===== config.mk =====
export PLATFORM = sky130hd
export DESIGN_NAME = row_moving_average
export DESIGN_NICKNAME = d
export VERILOG_FILES = /design/src/sv/rma_pkg.sv /design/src/sv/rma_ram.sv /design/src/sv/rma_ctrl.sv /design/src/sv/rma_dp.sv /design/src/sv/row_moving_average.sv
export SDC_FILE = /design/constraint.sdc
export NUM_CORES = 2
export LEC_CHECK = 0
export BUFFER_PORTS_ARGS = -buffer_cell sky130_fd_sc_hd__buf_4
export CORE_MARGIN = 2
export CORE_UTILIZATION = 40
export CTS_CLUSTER_DIAMETER = 60
export DETAILED_ROUTE_END_ITERATION = 10
export GPL_ROUTABILITY_DRIVEN = 0
export GPL_TIMING_DRIVEN = 1
export SLEW_MARGIN = 30
export SYNTH_ARGS = -nofsm -noshare
export SYNTH_HDL_FRONTEND = slang
export SYNTH_SLANG_ARGS = --single-unit

===== constraint.sdc =====
create_clock -name clock -period 12.1 [get_ports clock]
set_input_delay 2.42 -clock clock [delete_from_list [all_inputs] [get_ports clock]]
set_output_delay 2.42 -clock clock [all_outputs]
set_load 0.02 [all_outputs]

===== src/sv/rma_pkg.sv =====
// ----------------------------------------------------------------------------
// rma_pkg
// Shared widths, register indexes, state encoding and the command and status
// bundles that join the row moving average controller and datapath.
// ----------------------------------------------------------------------------
`default_nettype none

package rma_pkg;

   localparam int MAX_ROW     = 256;
   localparam int SAMPLE_BITS = 16;

   localparam int ADDR_BITS = $clog2(MAX_ROW);
   localparam int LEN_BITS  = $clog2(MAX_ROW + 1);
   localparam int CFG_BITS  = 9;
   localparam int IDX_BITS  = 4;
   // Window sum of up to MAX_ROW adds and MAX_ROW removals, plus sign.
   localparam int SUM_BITS  = SAMPLE_BITS + ADDR_BITS + 2;
   localparam int CNT_BITS  = $clog2(SUM_BITS);

   localparam logic [IDX_BITS-1:0] REG_ROW_LENGTH   = IDX_BITS'(0);
   localparam logic [IDX_BITS-1:0] REG_OUTPUT_COUNT = IDX_BITS'(1);

   localparam logic [CFG_BITS-1:0] ROW_LENGTH_RESET   = CFG_BITS'(16);
   localparam logic [CFG_BITS-1:0] OUTPUT_COUNT_RESET = CFG_BITS'(4);

   typedef enum logic [1:0] {
      ST_IDLE,
      ST_FETCH,
      ST_DIVIDE,
      ST_PUSH
   } state_type;

   typedef struct packed {
      logic accept;
      logic fetch;
      logic div_step;
      logic load_out;
   } cmd_type;

   typedef struct packed {
      logic emit;
      logic div_last;
      logic out_free;
   } status_type;

endpackage

`default_nettype wire


===== src/sv/rma_ram.sv =====
// ----------------------------------------------------------------------------
// rma_ram
// Simple dual-port RAM: one write port, one read port with registered data.
// ----------------------------------------------------------------------------
`default_nettype none

module rma_ram #(
   parameter int WIDTH = 16,
   parameter int DEPTH = 256
) (
   input  wire logic                     clock,
   input  wire logic                     wr_en,
   input  wire logic [$clog2(DEPTH)-1:0] wr_addr,
   input  wire logic [WIDTH-1:0]         wr_data,
   input  wire logic                     rd_en,
   input  wire logic [$clog2(DEPTH)-1:0] rd_addr,
   output logic      [WIDTH-1:0]         rd_data
);

   logic [WIDTH-1:0] mem_ff [DEPTH];

   always_ff @(posedge clock) begin
      if (wr_en) begin
         mem_ff[wr_addr] <= wr_data;
      end
      if (rd_en) begin
         rd_data <= mem_ff[rd_addr];
      end
   end

endmodule

`default_nettype wire


===== src/sv/rma_ctrl.sv =====
// ----------------------------------------------------------------------------
// rma_ctrl
// Sequencer for one sample: take it, update the window, run the divider
// when an average is due, then hand the average to the output register.
// ----------------------------------------------------------------------------
`default_nettype none

module rma_ctrl (
   input  wire logic                clock,
   input  wire logic                reset,
   input  wire logic                req_tvalid,
   output logic                     req_tready,
   input  wire rma_pkg::status_type status,
   output rma_pkg::cmd_type         cmd
);
   import rma_pkg::*;

   state_type state_ff, state_in;

   always_ff @(posedge clock) begin
      if (reset) begin
         state_ff <= ST_IDLE;
      end else begin
         state_ff <= state_in;
      end
   end

   always_comb begin
      state_in = state_ff;
      case (state_ff)
         ST_IDLE: begin
            if (req_tvalid) state_in = ST_FETCH;
         end
         ST_FETCH: begin
            state_in = status.emit ? ST_DIVIDE : ST_IDLE;
         end
         ST_DIVIDE: begin
            if (status.div_last) state_in = ST_PUSH;
         end
         ST_PUSH: begin
            if (status.out_free) state_in = ST_IDLE;
         end
         default: state_in = ST_IDLE;
      endcase
   end

   always_comb begin
      req_tready   = 1'b0;
      cmd          = '0;
      case (state_ff)
         ST_IDLE: begin
            // hold off while reset is asserted so no item is dropped
            req_tready = !reset;
            cmd.accept = req_tvalid && !reset;
         end
         ST_FETCH:  cmd.fetch    = 1'b1;
         ST_DIVIDE: cmd.div_step = 1'b1;
         ST_PUSH:   cmd.load_out = status.out_free;
         default: begin
            req_tready = 1'b0;
         end
      endcase
   end

endmodule

`default_nettype wire


===== src/sv/rma_dp.sv =====
// ----------------------------------------------------------------------------
// rma_dp
// Datapath: configuration registers, window store, running sum, restoring
// divider (one quotient bit per cycle) and the output register.
// ----------------------------------------------------------------------------
`default_nettype none

module rma_dp (
   input  wire logic                            clock,
   input  wire logic                            reset,
   input  wire logic                            csr_valid,
   output logic                                 csr_ready,
   input  wire logic [rma_pkg::IDX_BITS-1:0]    csr_index,
   input  wire logic [rma_pkg::CFG_BITS-1:0]    csr_data,
   input  wire logic [rma_pkg::SAMPLE_BITS-1:0] req_tdata,
   input  wire rma_pkg::cmd_type                cmd,
   output rma_pkg::status_type                  status,
   output logic                                 rsp_tvalid,
   input  wire logic                            rsp_tready,
   output logic [rma_pkg::SAMPLE_BITS-1:0]      rsp_tdata,
   output logic                                 rsp_tlast
);
   import rma_pkg::*;

   localparam logic [SUM_BITS-1:0] MAG_POS_LIMIT = SUM_BITS'(2 ** (SAMPLE_BITS - 1) - 1);
   localparam logic [SUM_BITS-1:0] MAG_NEG_LIMIT = SUM_BITS'(2 ** (SAMPLE_BITS - 1));
   localparam logic [SAMPLE_BITS-1:0] AVG_MAX = {1'b0, {(SAMPLE_BITS-1){1'b1}}};
   localparam logic [SAMPLE_BITS-1:0] AVG_MIN = {1'b1, {(SAMPLE_BITS-1){1'b0}}};
   localparam logic [CNT_BITS-1:0] CNT_LAST = CNT_BITS'(SUM_BITS - 1);

   logic [CFG_BITS-1:0]           row_length_ff, row_length_in;
   logic [CFG_BITS-1:0]           output_count_ff, output_count_in;
   logic signed [SAMPLE_BITS-1:0] sample_ff, sample_in;
   logic [LEN_BITS-1:0]           win_ff, win_in;
   logic                          need_sub_ff, need_sub_in;
   logic                          emit_ff, emit_in;
   logic                          row_end_ff, row_end_in;
   logic [ADDR_BITS-1:0]          pos_ff, pos_in;
   logic [ADDR_BITS-1:0]          ptr_ff, ptr_in;
   logic signed [SUM_BITS-1:0]    sum_ff, sum_in;
   logic [LEN_BITS-1:0]           rem_ff, rem_in;
   logic [SUM_BITS-1:0]           quo_ff, quo_in;
   logic                          neg_ff, neg_in;
   logic [CNT_BITS-1:0]           cnt_ff, cnt_in;
   logic                          out_valid_ff, out_valid_in;
   logic [SAMPLE_BITS-1:0]        avg_ff, avg_in;
   logic                          out_last_ff, out_last_in;

   logic [LEN_BITS-1:0]           row_len_eff, out_cnt_eff, win_eff;
   logic [LEN_BITS-1:0]           pos_next;
   logic [SAMPLE_BITS-1:0]        old_sample;
   logic signed [SUM_BITS-1:0]    old_term, new_sum;
   logic [LEN_BITS:0]             shifted, trial;
   logic [SUM_BITS-1:0]           neg_quo;

   assign csr_ready = !reset;

   // Clamp the configuration to legal values and derive the window length.
   always_comb begin
      if (row_length_ff == '0) begin
         row_len_eff = LEN_BITS'(1);
      end else if (32'(row_length_ff) > 32'(MAX_ROW)) begin
         row_len_eff = LEN_BITS'(MAX_ROW);
      end else begin
         row_len_eff = LEN_BITS'(row_length_ff);
      end
      if (output_count_ff == '0) begin
         out_cnt_eff = LEN_BITS'(1);
      end else if (32'(output_count_ff) > 32'(row_len_eff)) begin
         out_cnt_eff = row_len_eff;
      end else begin
         out_cnt_eff = LEN_BITS'(output_count_ff);
      end
      win_eff  = row_len_eff - out_cnt_eff + LEN_BITS'(1);
      pos_next = LEN_BITS'(pos_ff) + LEN_BITS'(1);
   end

   rma_ram #(
      .WIDTH (SAMPLE_BITS),
      .DEPTH (MAX_ROW)
   ) u_store (
      .clock   (clock),
      .wr_en   (cmd.fetch),
      .wr_addr (ptr_ff),
      .wr_data (sample_ff),
      .rd_en   (cmd.accept),
      .rd_addr (ptr_ff - win_eff[ADDR_BITS-1:0]),
      .rd_data (old_sample)
   );

   always_comb begin
      old_term = need_sub_ff ? SUM_BITS'($signed(old_sample)) : '0;
      new_sum  = sum_ff + SUM_BITS'(sample_ff) - old_term;
      shifted  = {rem_ff, quo_ff[SUM_BITS-1]};
      trial    = shifted - {1'b0, win_ff};
      neg_quo  = SUM_BITS'(0) - quo_ff;
   end

   always_comb begin
      row_length_in   = row_length_ff;
      output_count_in = output_count_ff;
      sample_in       = sample_ff;
      win_in          = win_ff;
      need_sub_in     = need_sub_ff;
      emit_in         = emit_ff;
      row_end_in      = row_end_ff;
      pos_in          = pos_ff;
      ptr_in          = ptr_ff;
      sum_in          = sum_ff;
      rem_in          = rem_ff;
      quo_in          = quo_ff;
      neg_in          = neg_ff;
      cnt_in          = cnt_ff;
      out_valid_in    = out_valid_ff;
      avg_in          = avg_ff;
      out_last_in     = out_last_ff;

      if (csr_valid) begin
         case (csr_index)
            REG_ROW_LENGTH:   row_length_in   = csr_data;
            REG_OUTPUT_COUNT: output_count_in = csr_data;
            default: ;
         endcase
      end

      // Latch the item and its window decisions; advance the row position.
      if (cmd.accept) begin
         sample_in   = req_tdata;
         win_in      = win_eff;
         need_sub_in = LEN_BITS'(pos_ff) >= win_eff;
         emit_in     = pos_next >= win_eff;
         row_end_in  = pos_next >= row_len_eff;
         pos_in      = (pos_next >= row_len_eff) ? '0 : pos_next[ADDR_BITS-1:0];
      end

      // Update the sum and load the divider with its magnitude.
      if (cmd.fetch) begin
         ptr_in = ptr_ff + ADDR_BITS'(1);
         sum_in = row_end_ff ? '0 : new_sum;
         neg_in = new_sum[SUM_BITS-1];
         quo_in = new_sum[SUM_BITS-1] ? SUM_BITS'(-new_sum) : SUM_BITS'(new_sum);
         rem_in = '0;
         cnt_in = '0;
      end

      if (cmd.div_step) begin
         if (!trial[LEN_BITS]) begin
            rem_in = trial[LEN_BITS-1:0];
            quo_in = {quo_ff[SUM_BITS-2:0], 1'b1};
         end else begin
            rem_in = shifted[LEN_BITS-1:0];
            quo_in = {quo_ff[SUM_BITS-2:0], 1'b0};
         end
         cnt_in = cnt_ff + CNT_BITS'(1);
      end

      if (rsp_tready) out_valid_in = 1'b0;
      // Saturate the quotient to the sample range and apply the sign.
      if (cmd.load_out) begin
         out_valid_in = 1'b1;
         out_last_in  = row_end_ff;
         if (neg_ff) begin
            avg_in = (quo_ff > MAG_NEG_LIMIT) ? AVG_MIN : neg_quo[SAMPLE_BITS-1:0];
         end else begin
            avg_in = (quo_ff > MAG_POS_LIMIT) ? AVG_MAX : quo_ff[SAMPLE_BITS-1:0];
         end
      end
   end

   always_ff @(posedge clock) begin
      if (reset) begin
         row_length_ff   <= ROW_LENGTH_RESET;
         output_count_ff <= OUTPUT_COUNT_RESET;
         pos_ff          <= '0;
         ptr_ff          <= '0;
         sum_ff          <= '0;
         out_valid_ff    <= 1'b0;
      end else begin
         row_length_ff   <= row_length_in;
         output_count_ff <= output_count_in;
         pos_ff          <= pos_in;
         ptr_ff          <= ptr_in;
         sum_ff          <= sum_in;
         out_valid_ff    <= out_valid_in;
      end
   end

   always_ff @(posedge clock) begin
      sample_ff   <= sample_in;
      win_ff      <= win_in;
      need_sub_ff <= need_sub_in;
      emit_ff     <= emit_in;
      row_end_ff  <= row_end_in;
      rem_ff      <= rem_in;
      quo_ff      <= quo_in;
      neg_ff      <= neg_in;
      cnt_ff      <= cnt_in;
      avg_ff      <= avg_in;
      out_last_ff <= out_last_in;
   end

   assign status.emit     = emit_ff;
   assign status.div_last = cnt_ff == CNT_LAST;
   assign status.out_free = !out_valid_ff || rsp_tready;

   assign rsp_tvalid = out_valid_ff;
   assign rsp_tdata  = avg_ff;
   assign rsp_tlast  = out_last_ff;

endmodule

`default_nettype wire


===== src/sv/row_moving_average.sv =====
// ----------------------------------------------------------------------------
// row_moving_average
// Boxcar moving average over rows of signed samples.
// ----------------------------------------------------------------------------
// Samples arrive on req_ one at a time; each row holds row_length samples and
// yields output_count averages over windows of row_length - output_count + 1
// samples, truncated toward zero, the last one flagged by rsp_tlast. A sample
// that yields an average runs the restoring divider, which retires one
// quotient bit per cycle over the 26-bit window sum, and may wait while the
// previous average still sits unclaimed in the output register. The output
// register lets the next sample be taken while an average waits on rsp_.
// The window store is a 256-entry RAM with one write and one registered read.
// ----------------------------------------------------------------------------
`default_nettype none

module row_moving_average (
   input  wire logic                            clock,
   input  wire logic                            reset,
   input  wire logic                            csr_valid,
   output logic                                 csr_ready,
   input  wire logic [rma_pkg::IDX_BITS-1:0]    csr_index,
   input  wire logic [rma_pkg::CFG_BITS-1:0]    csr_data,
   input  wire logic                            req_tvalid,
   output logic                                 req_tready,
   input  wire logic [rma_pkg::SAMPLE_BITS-1:0] req_tdata,  // [15:0] sample
   output logic                                 rsp_tvalid,
   input  wire logic                            rsp_tready,
   output logic [rma_pkg::SAMPLE_BITS-1:0]      rsp_tdata,  // [15:0] average
   output logic                                 rsp_tlast   // last_of_row
);
   import rma_pkg::*;

   cmd_type    cmd;
   status_type status;

   rma_ctrl u_ctrl (
      .clock      (clock),
      .reset      (reset),
      .req_tvalid (req_tvalid),
      .req_tready (req_tready),
      .status     (status),
      .cmd        (cmd)
   );

   rma_dp u_dp (
      .clock      (clock),
      .reset      (reset),
      .csr_valid  (csr_valid),
      .csr_ready  (csr_ready),
      .csr_index  (csr_index),
      .csr_data   (csr_data),
      .req_tdata  (req_tdata),
      .cmd        (cmd),
      .status     (status),
      .rsp_tvalid (rsp_tvalid),
      .rsp_tready (rsp_tready),
      .rsp_tdata  (rsp_tdata),
      .rsp_tlast  (rsp_tlast)
   );

endmodule

`default_nettype wire


==> After elaboration in Yosys (flattened, before gate mapping) <==
Memory sizes are Yosys's and may differ from the RTL's. A register that Yosys moved wholly into a read port is not among the register bits.
Index checks and enable logic that the tools add are counted.
{ "totals": {"elab_cells": 91, "mem_bits_rw": 4096, "memories": 1, "reg_bits": 149, "out_inout_bits": 20} }
{ "memory_table": {"columns": ["memory", "depth", "width", "read_ports", "rd_clocked_by_memory_dff", "wr", "line", "source"], "rows": [
  ["u_dp.u_store.mem_ff", 256, 16, 1, 1, 1, "rma_ram.sv:20", "logic [WIDTH-1:0] mem_ff [DEPTH];"]
]} }
{ "op_classes": {"n_mux": 33, "n_reduce_logical": 13, "addsub": 11, "magnitude_cmp": 7, "eq_ne": 8} }
{ "op_table": {"columns": ["cell", "n"], "rows": [
  ["26-bit two-way mux", 5],
  ["9-bit two-way mux", 7],
  ["16-bit two-way mux", 3],
  ["26-bit by 16-bit adder with 26-bit output", 1],
  ["26-bit by 15-bit > comparator with 1-bit output, second input constant", 1],
  ["26-bit by 16-bit > comparator with 1-bit output, second input constant", 1],
  ["26-bit negation", 1],
  ["26-bit subtractor", 1],
  ["9-bit >= comparator", 2],
  ["9-bit logical NOT", 2],
  ["1-bit by 16-bit subtractor with 16-bit output, first input constant", 1],
  ["1-bit two-way mux", 10],
  ["5-bit two-way mux", 2],
  ["10-bit by 9-bit subtractor with 10-bit output", 1],
  ["8-bit by 1-bit adder with 9-bit output, second input constant", 1],
  ["9-bit by 1-bit adder with 9-bit output, second input constant", 1],
  ["8-bit by 9-bit >= comparator with 1-bit output", 1],
  ["9-bit > comparator", 1],
  ["9-bit > comparator, second input constant", 1],
  ["9-bit subtractor", 1],
  ["8-bit by 1-bit adder with 8-bit output, second input constant", 1],
  ["2-bit two-way mux", 4],
  ["8-bit two-way mux", 1],
  ["2-bit one-hot mux with 4 select lines", 1],
  ["16 further kinds", 21]
]} }

==> Depth between registers and ports, before layout <==
{ "depth": {"word_depth": 9, "ltp_mapped": 32} }

==> By module <==
From an unflattened synthesis, not the netlist that was laid out.
{ "unflattened": {"cells_unflattened": 8517, "hier_area_um2": 169700.3} }
{ "modules_own_cells": {"columns": ["mod", "cells_each", "area_per_inst_um2", "instances"], "rows": [
  ["rma_ram", 7360, 158874.9, 1],
  ["rma_dp", 1141, 10681.5, 1],
  ["rma_ctrl", 16, 143.9, 1]
]} }

==> Least setup slack after synthesis <==
No wires, ideal clock.
{ "synth_timing": {"path_type": "register to register", "from": "register u_dp.sample_ff[15]", "to": "register u_dp.quo_ff[24], data pin", "path_stages_with_launch": 14, "slack_ns": 3.624, "path_buffers": 0, "arrival_ns": 8.308, "path_cell_list": "edfxtp_1 > inv_1 > fa_1 > inv_1 > ha_1 > a21oi_1 > o21ai_0 > a2111oi_4 > a311oi_1 > or2_2 > or3_4 > or4_1 > mux2_4 > a221oi_2"} }
{ "synth_between": {"elab_chain_len": 6} }
{ "synth_rtl": {"columns": ["element", "line", "source"], "rows": [
  ["start: declaration", "rma_dp.sv:33", "logic signed [SAMPLE_BITS-1:0] sample_ff, sample_in;"],
  ["start signal: assignment", "rma_dp.sv:189", "sample_ff <= sample_in;"],
  ["26-bit by 16-bit adder with 26-bit output *", "rma_dp.sv:93", "new_sum = sum_ff + SUM_BITS'(sample_ff) - old_term;"],
  ["26-bit subtractor *", "rma_dp.sv:93", null],
  ["26-bit negation", "rma_dp.sv:141", "quo_in = new_sum[SUM_BITS-1] ? SUM_BITS'(-new_sum) : SUM_BITS'(new_sum);"],
  ["26-bit two-way mux *", "rma_dp.sv:141", null],
  ["26-bit two-way mux *", "rma_dp.sv:137", "if (cmd.fetch) begin"],
  ["26-bit two-way mux *", "rma_dp.sv:146", "if (cmd.div_step) begin"],
  ["net u_dp.quo_in[24]", "rma_dp.sv:42", "logic [SUM_BITS-1:0] quo_ff, quo_in;"],
  ["end signal: assignment", "rma_dp.sv:195", "quo_ff <= quo_in;"],
  ["end: declaration", "rma_dp.sv:42", null]
]} }
Mark *: on every way through the listed nets, which the timed path passes. The rest lies on a longest branch. The select of a mux whose other input is x is not followed.
A chain may end at the register's enable or synchronous reset.

==> Worst setup path in the final report <==
{ "layout_timing": {"from": "register u_dp.row_length_ff[8]", "to": "register u_dp.u_store.rd_data[10] (read register of u_dp.u_store.mem_ff), data pin"} }
{ "layout_between": {"elab_chain_len": 9} }
{ "layout_rtl": {"columns": ["element", "line", "source"], "rows": [
  ["start: declaration", "rma_dp.sv:31", "logic [CFG_BITS-1:0] row_length_ff, row_length_in;"],
  ["start signal: assignment", "rma_dp.sv:179", "row_length_ff <= row_length_in;"],
  ["9-bit > comparator", "rma_dp.sv:62", "end else if (32'(row_length_ff) > 32'(MAX_ROW)) begin"],
  ["9-bit two-way mux", "rma_dp.sv:62", null],
  ["9-bit two-way mux *", "rma_dp.sv:60", "if (row_length_ff == '0) begin"],
  ["9-bit > comparator", "rma_dp.sv:69", "end else if (32'(output_count_ff) > 32'(row_len_eff)) begin"],
  ["9-bit two-way mux", "rma_dp.sv:69", null],
  ["9-bit two-way mux", "rma_dp.sv:67", "if (output_count_ff == '0) begin"],
  ["9-bit subtractor *", "rma_dp.sv:74", "win_eff = row_len_eff - out_cnt_eff + LEN_BITS'(1);"],
  ["9-bit by 1-bit adder with 9-bit output *", "rma_dp.sv:74", null],
  ["net u_dp.win_eff[2]", "rma_dp.sv:49", "logic [LEN_BITS-1:0] row_len_eff, out_cnt_eff, win_eff;"],
  ["8-bit subtractor *", "rma_dp.sv:87", ".rd_addr (ptr_ff - win_eff[ADDR_BITS-1:0]),"],
  ["end: declaration", "rma_ram.sv:17", "output logic [WIDTH-1:0] rd_data"]
]} }
Mark *: on every way through the listed nets, which the timed path passes. The rest lies on a longest branch.

==> results.md <==
- Status: complete, no violations
- Root Driver: clkbuf_16
- Tightest Pin Transition: 1140 ps
- Crit-path slowest cell: mux2i_1
- Die width: 653 um
- Dpl cell area: 0.178 mm^2
- Clock-pin transition on the worst setup and hold timing paths: 60 ps
- Clock period minus final worst setup slack: 9120 ps
- Commonest non-fill, non-tap cells in the layout: edfxtp_1, mux4_2, clkbuf_16, buf_4, nor2_1
- Post-route cell area: 0.192 mm^2
- Worst slack, placed: 3150 ps
- DRT Wirelength: 436000 um
- Tcrit/Tclk final: 0.754
- Sink Count: 4261
- Cell Pwr Density: 198 mW/mm^2
- Hold slack final: 515 ps
- Hold Startpoint: u_dp.sum_ff[7]
- Syn_nets: 7717
- Final Power: 38.0 mW
- Cts repair resizes: 0
- Hold buffer count at CTS: 0
- Wire per inst: 31.4 um
- Worst r2r src: u_dp.row_length_ff[8]
- Final hold vios: 0
- Synth area leader: edfxtp_1
- Latest clock arrival within the worst-skew pair: 1000 ps
- CTS Buf Count: 428
- VDD IR max: 0.145 mV
- Final std cells w/o fill: 13900
- Final WS setup: 2980 ps
- Synth async-reset ratio: 0
- Fmax: 110 MHz
- R2r endpoint: u_dp.u_store.rd_data[10]
- Synth area leaders: edfxtp_1, mux4_2, mux2i_1, nor2_1, dfxtp_1
- Slew Limit Fails: 0
- Initial antenna violation count: 33
- IO Port Bufs: 53
- Post-synth EDFFs: 4198
- # nets final: 8171
- Post-synthesis cell count: 7556
- Reg2reg path depth: 28
- Area of the mapped netlist: 0.169 mm^2
- Half-perimeter wire length after placement: 254000 um
- CTS tree: done
- Crit path DAT: 9840 ps
- Overall Global Routing Usage: 0.202
- Pre-antenna DRT Iters: 8
- Largest net degree at the start of global routing: 193
- Commonest non-fill, non-tap cell in the layout: edfxtp_1
- I/O pin count: 54
- Crit path required time: 12820 ps
- Hold Crit Class: reg -> reg
- H-tree Lvls: 5
- Area growth syn-to-layout: 13.9%
- R2R Setup Slk: 2980 ps
- Grt total ovfl: 0
- Final core utilization: 0.458
- Setup bufs post-CTS: 0
- Core area: 0.420 mm^2
- CP peak stage delay: 920 ps
- Netlist cell types: 82
- Number of global-route vias before repair: 80500
- Top_reg_cell synth: edfxtp_1
- Vert. Die Dim: 653 um
- Die ar.: 0.427 mm^2
- RSZ-0062 raised after global routing: no
- Rel. slew slack: 0.240
- Worst Hold Depth: 2
- Via-to-Cell Ratio: 5.83
- Final Skew: 65.0 ps
- DRC Markers: 0
- Pleak: 60.9 nW
- Yosys warnings: 0
- Clock Path Buffers: 4
- CP max FO: 96
- Setup-failing EPs final: 0
- Setup Crit Path Kind: reg -> reg
- Crit path launch type: flop
- Average cell area after synthesis: 22.3 um^2
- Hold EP: u_dp.sum_ff[7]
- Global-route wire length before repair: 618000 um
- Starting Density: 0.402
- Setup crit end kind: flop
- Yosys top cell area share: 0.747
- Flops & latches, synth: 4261
- Post-synthesis sequential area ratio: 0.755
- # rows: 238
- Number of vias in the routed layout: 81100
- Maxcap violations: 0
- DRT iter0 DRCs: 11100
- Share of cells above drive strength 1: 0.294
- Cell count after placement: 13100
- Post-route ant nets: 0
- Setup_tns: 0 ps
==> state kept, by name, summed over array words and instances (netlist names), 5 cells and up, named ones only <==
signal and flops:
u_dp.cnt_ff 5, u_dp.output_count_ff 9, u_dp.pos_ff 8, u_dp.ptr_ff 8, u_dp.quo_ff 26, u_dp.rem_ff 9, u_dp.row_length_ff 9, u_dp.rsp_tdata 16
u_dp.sample_ff 16, u_dp.sum_ff 26, u_dp.u_store.mem_ff 4096, u_dp.u_store.rd_data 16, u_dp.win_ff 9
==> logic make-up (layout without fill, tap and decap cells) <==
logic type               Yosys count  after routing  synth area share
flip-flops                      4261           4261             0.755
multiplexers                    1568           1568             0.188
AND/OR/NAND/NOR                  705            705            0.0187
buffers and inverters            557           1371            0.0125
AO/OA/AOI/OAI                    272            272            0.0116
adder cells (fa/ha/maj)          132            132            0.0110
XOR/XNOR                          61             61           0.00317
other                              0             16                 0
==> per-layer routing <==
metal | part of all wire | track usage
met1 | 0.42 | 0.296
met2 | 0.48 | 0.319
met3 | 0.083 | 0.0335
met4 | 0.021 | 0.0424
met5 | 0.000062 | 0
==> cell usage after synthesis (14+ instances only) <==
library cell / instances
xor2_1: 25
edfxtp_1: 4198
fa_1: 28
mux2i_1: 273
ha_1: 99
nand3_1: 35
inv_1: 160
nor2_1: 362
xnor2_1: 36
o211ai_1: 16
mux4_2: 1280
clkbuf_1: 314
buf_1: 74
mux2_2: 14
dfxtp_1: 63
a2bb2oi_1: 23
and2_1: 25
nand2_1: 130
nand4_1: 19
nor3_1: 25
nor2b_1: 19
a21o_1: 20
or3_1: 27
o21ai_0: 60
a21oi_1: 41
==> critical path: cells and delay by family (launching register included) <==
kind	cells	cell delay (ps)
adders and majority gates	6	2160
xor gates and xnor gates	1	140
and+or+nand+nor	3	400
DFF	1	460
AOI/OAI and AO/OA	9	1770
buffers and inverters	5	1720
muxes	4	1830
==> how the worst max path moves through the flow <==
stage / from / endpoint / slack (ps) / depth (start not counted)
6_report: u_dp.row_length_ff[8] / u_dp.u_store.rd_data[10] / 2980 / 28
5_1_grt: u_dp.row_length_ff[8] / u_dp.u_store.rd_data[15] / 2630 / 28
4_1_cts: u_dp.row_length_ff[8] / u_dp.u_store.rd_data[15] / 3110 / 28
3_5_place_dp: u_dp.row_length_ff[8] / u_dp.u_store.rd_data[15] / 3150 / 28
3_3_place_gp: u_dp.row_length_ff[8] / u_dp.u_store.rd_data[15] / 3030 / 28
2_1_floorplan: u_dp.sample_ff[15] / u_dp.quo_ff[24] / 3620 / 13
==> area by class of cell <==
type	instances	area, um^2
Antenna cell	16	40.0
Clock buffer	526	11200
Clock inverter	264	2590
Fill cell	34400	228000
Inverter	162	608
Multi-Input combinational cell	2738	39700
Sequential cell	4261	127000
Tap cell	5520	6910
Timing Repair Buffer	419	3760
==> power by group <==
group	total, mW	switching (mW)	internal [mW]
logic	8.41	4.82	3.59
clock network	13.1	5.69	7.37
registers	16.5	0.123	16.4
total	38.0	10.6	27.3
Power figures use the tool's default switching activity.
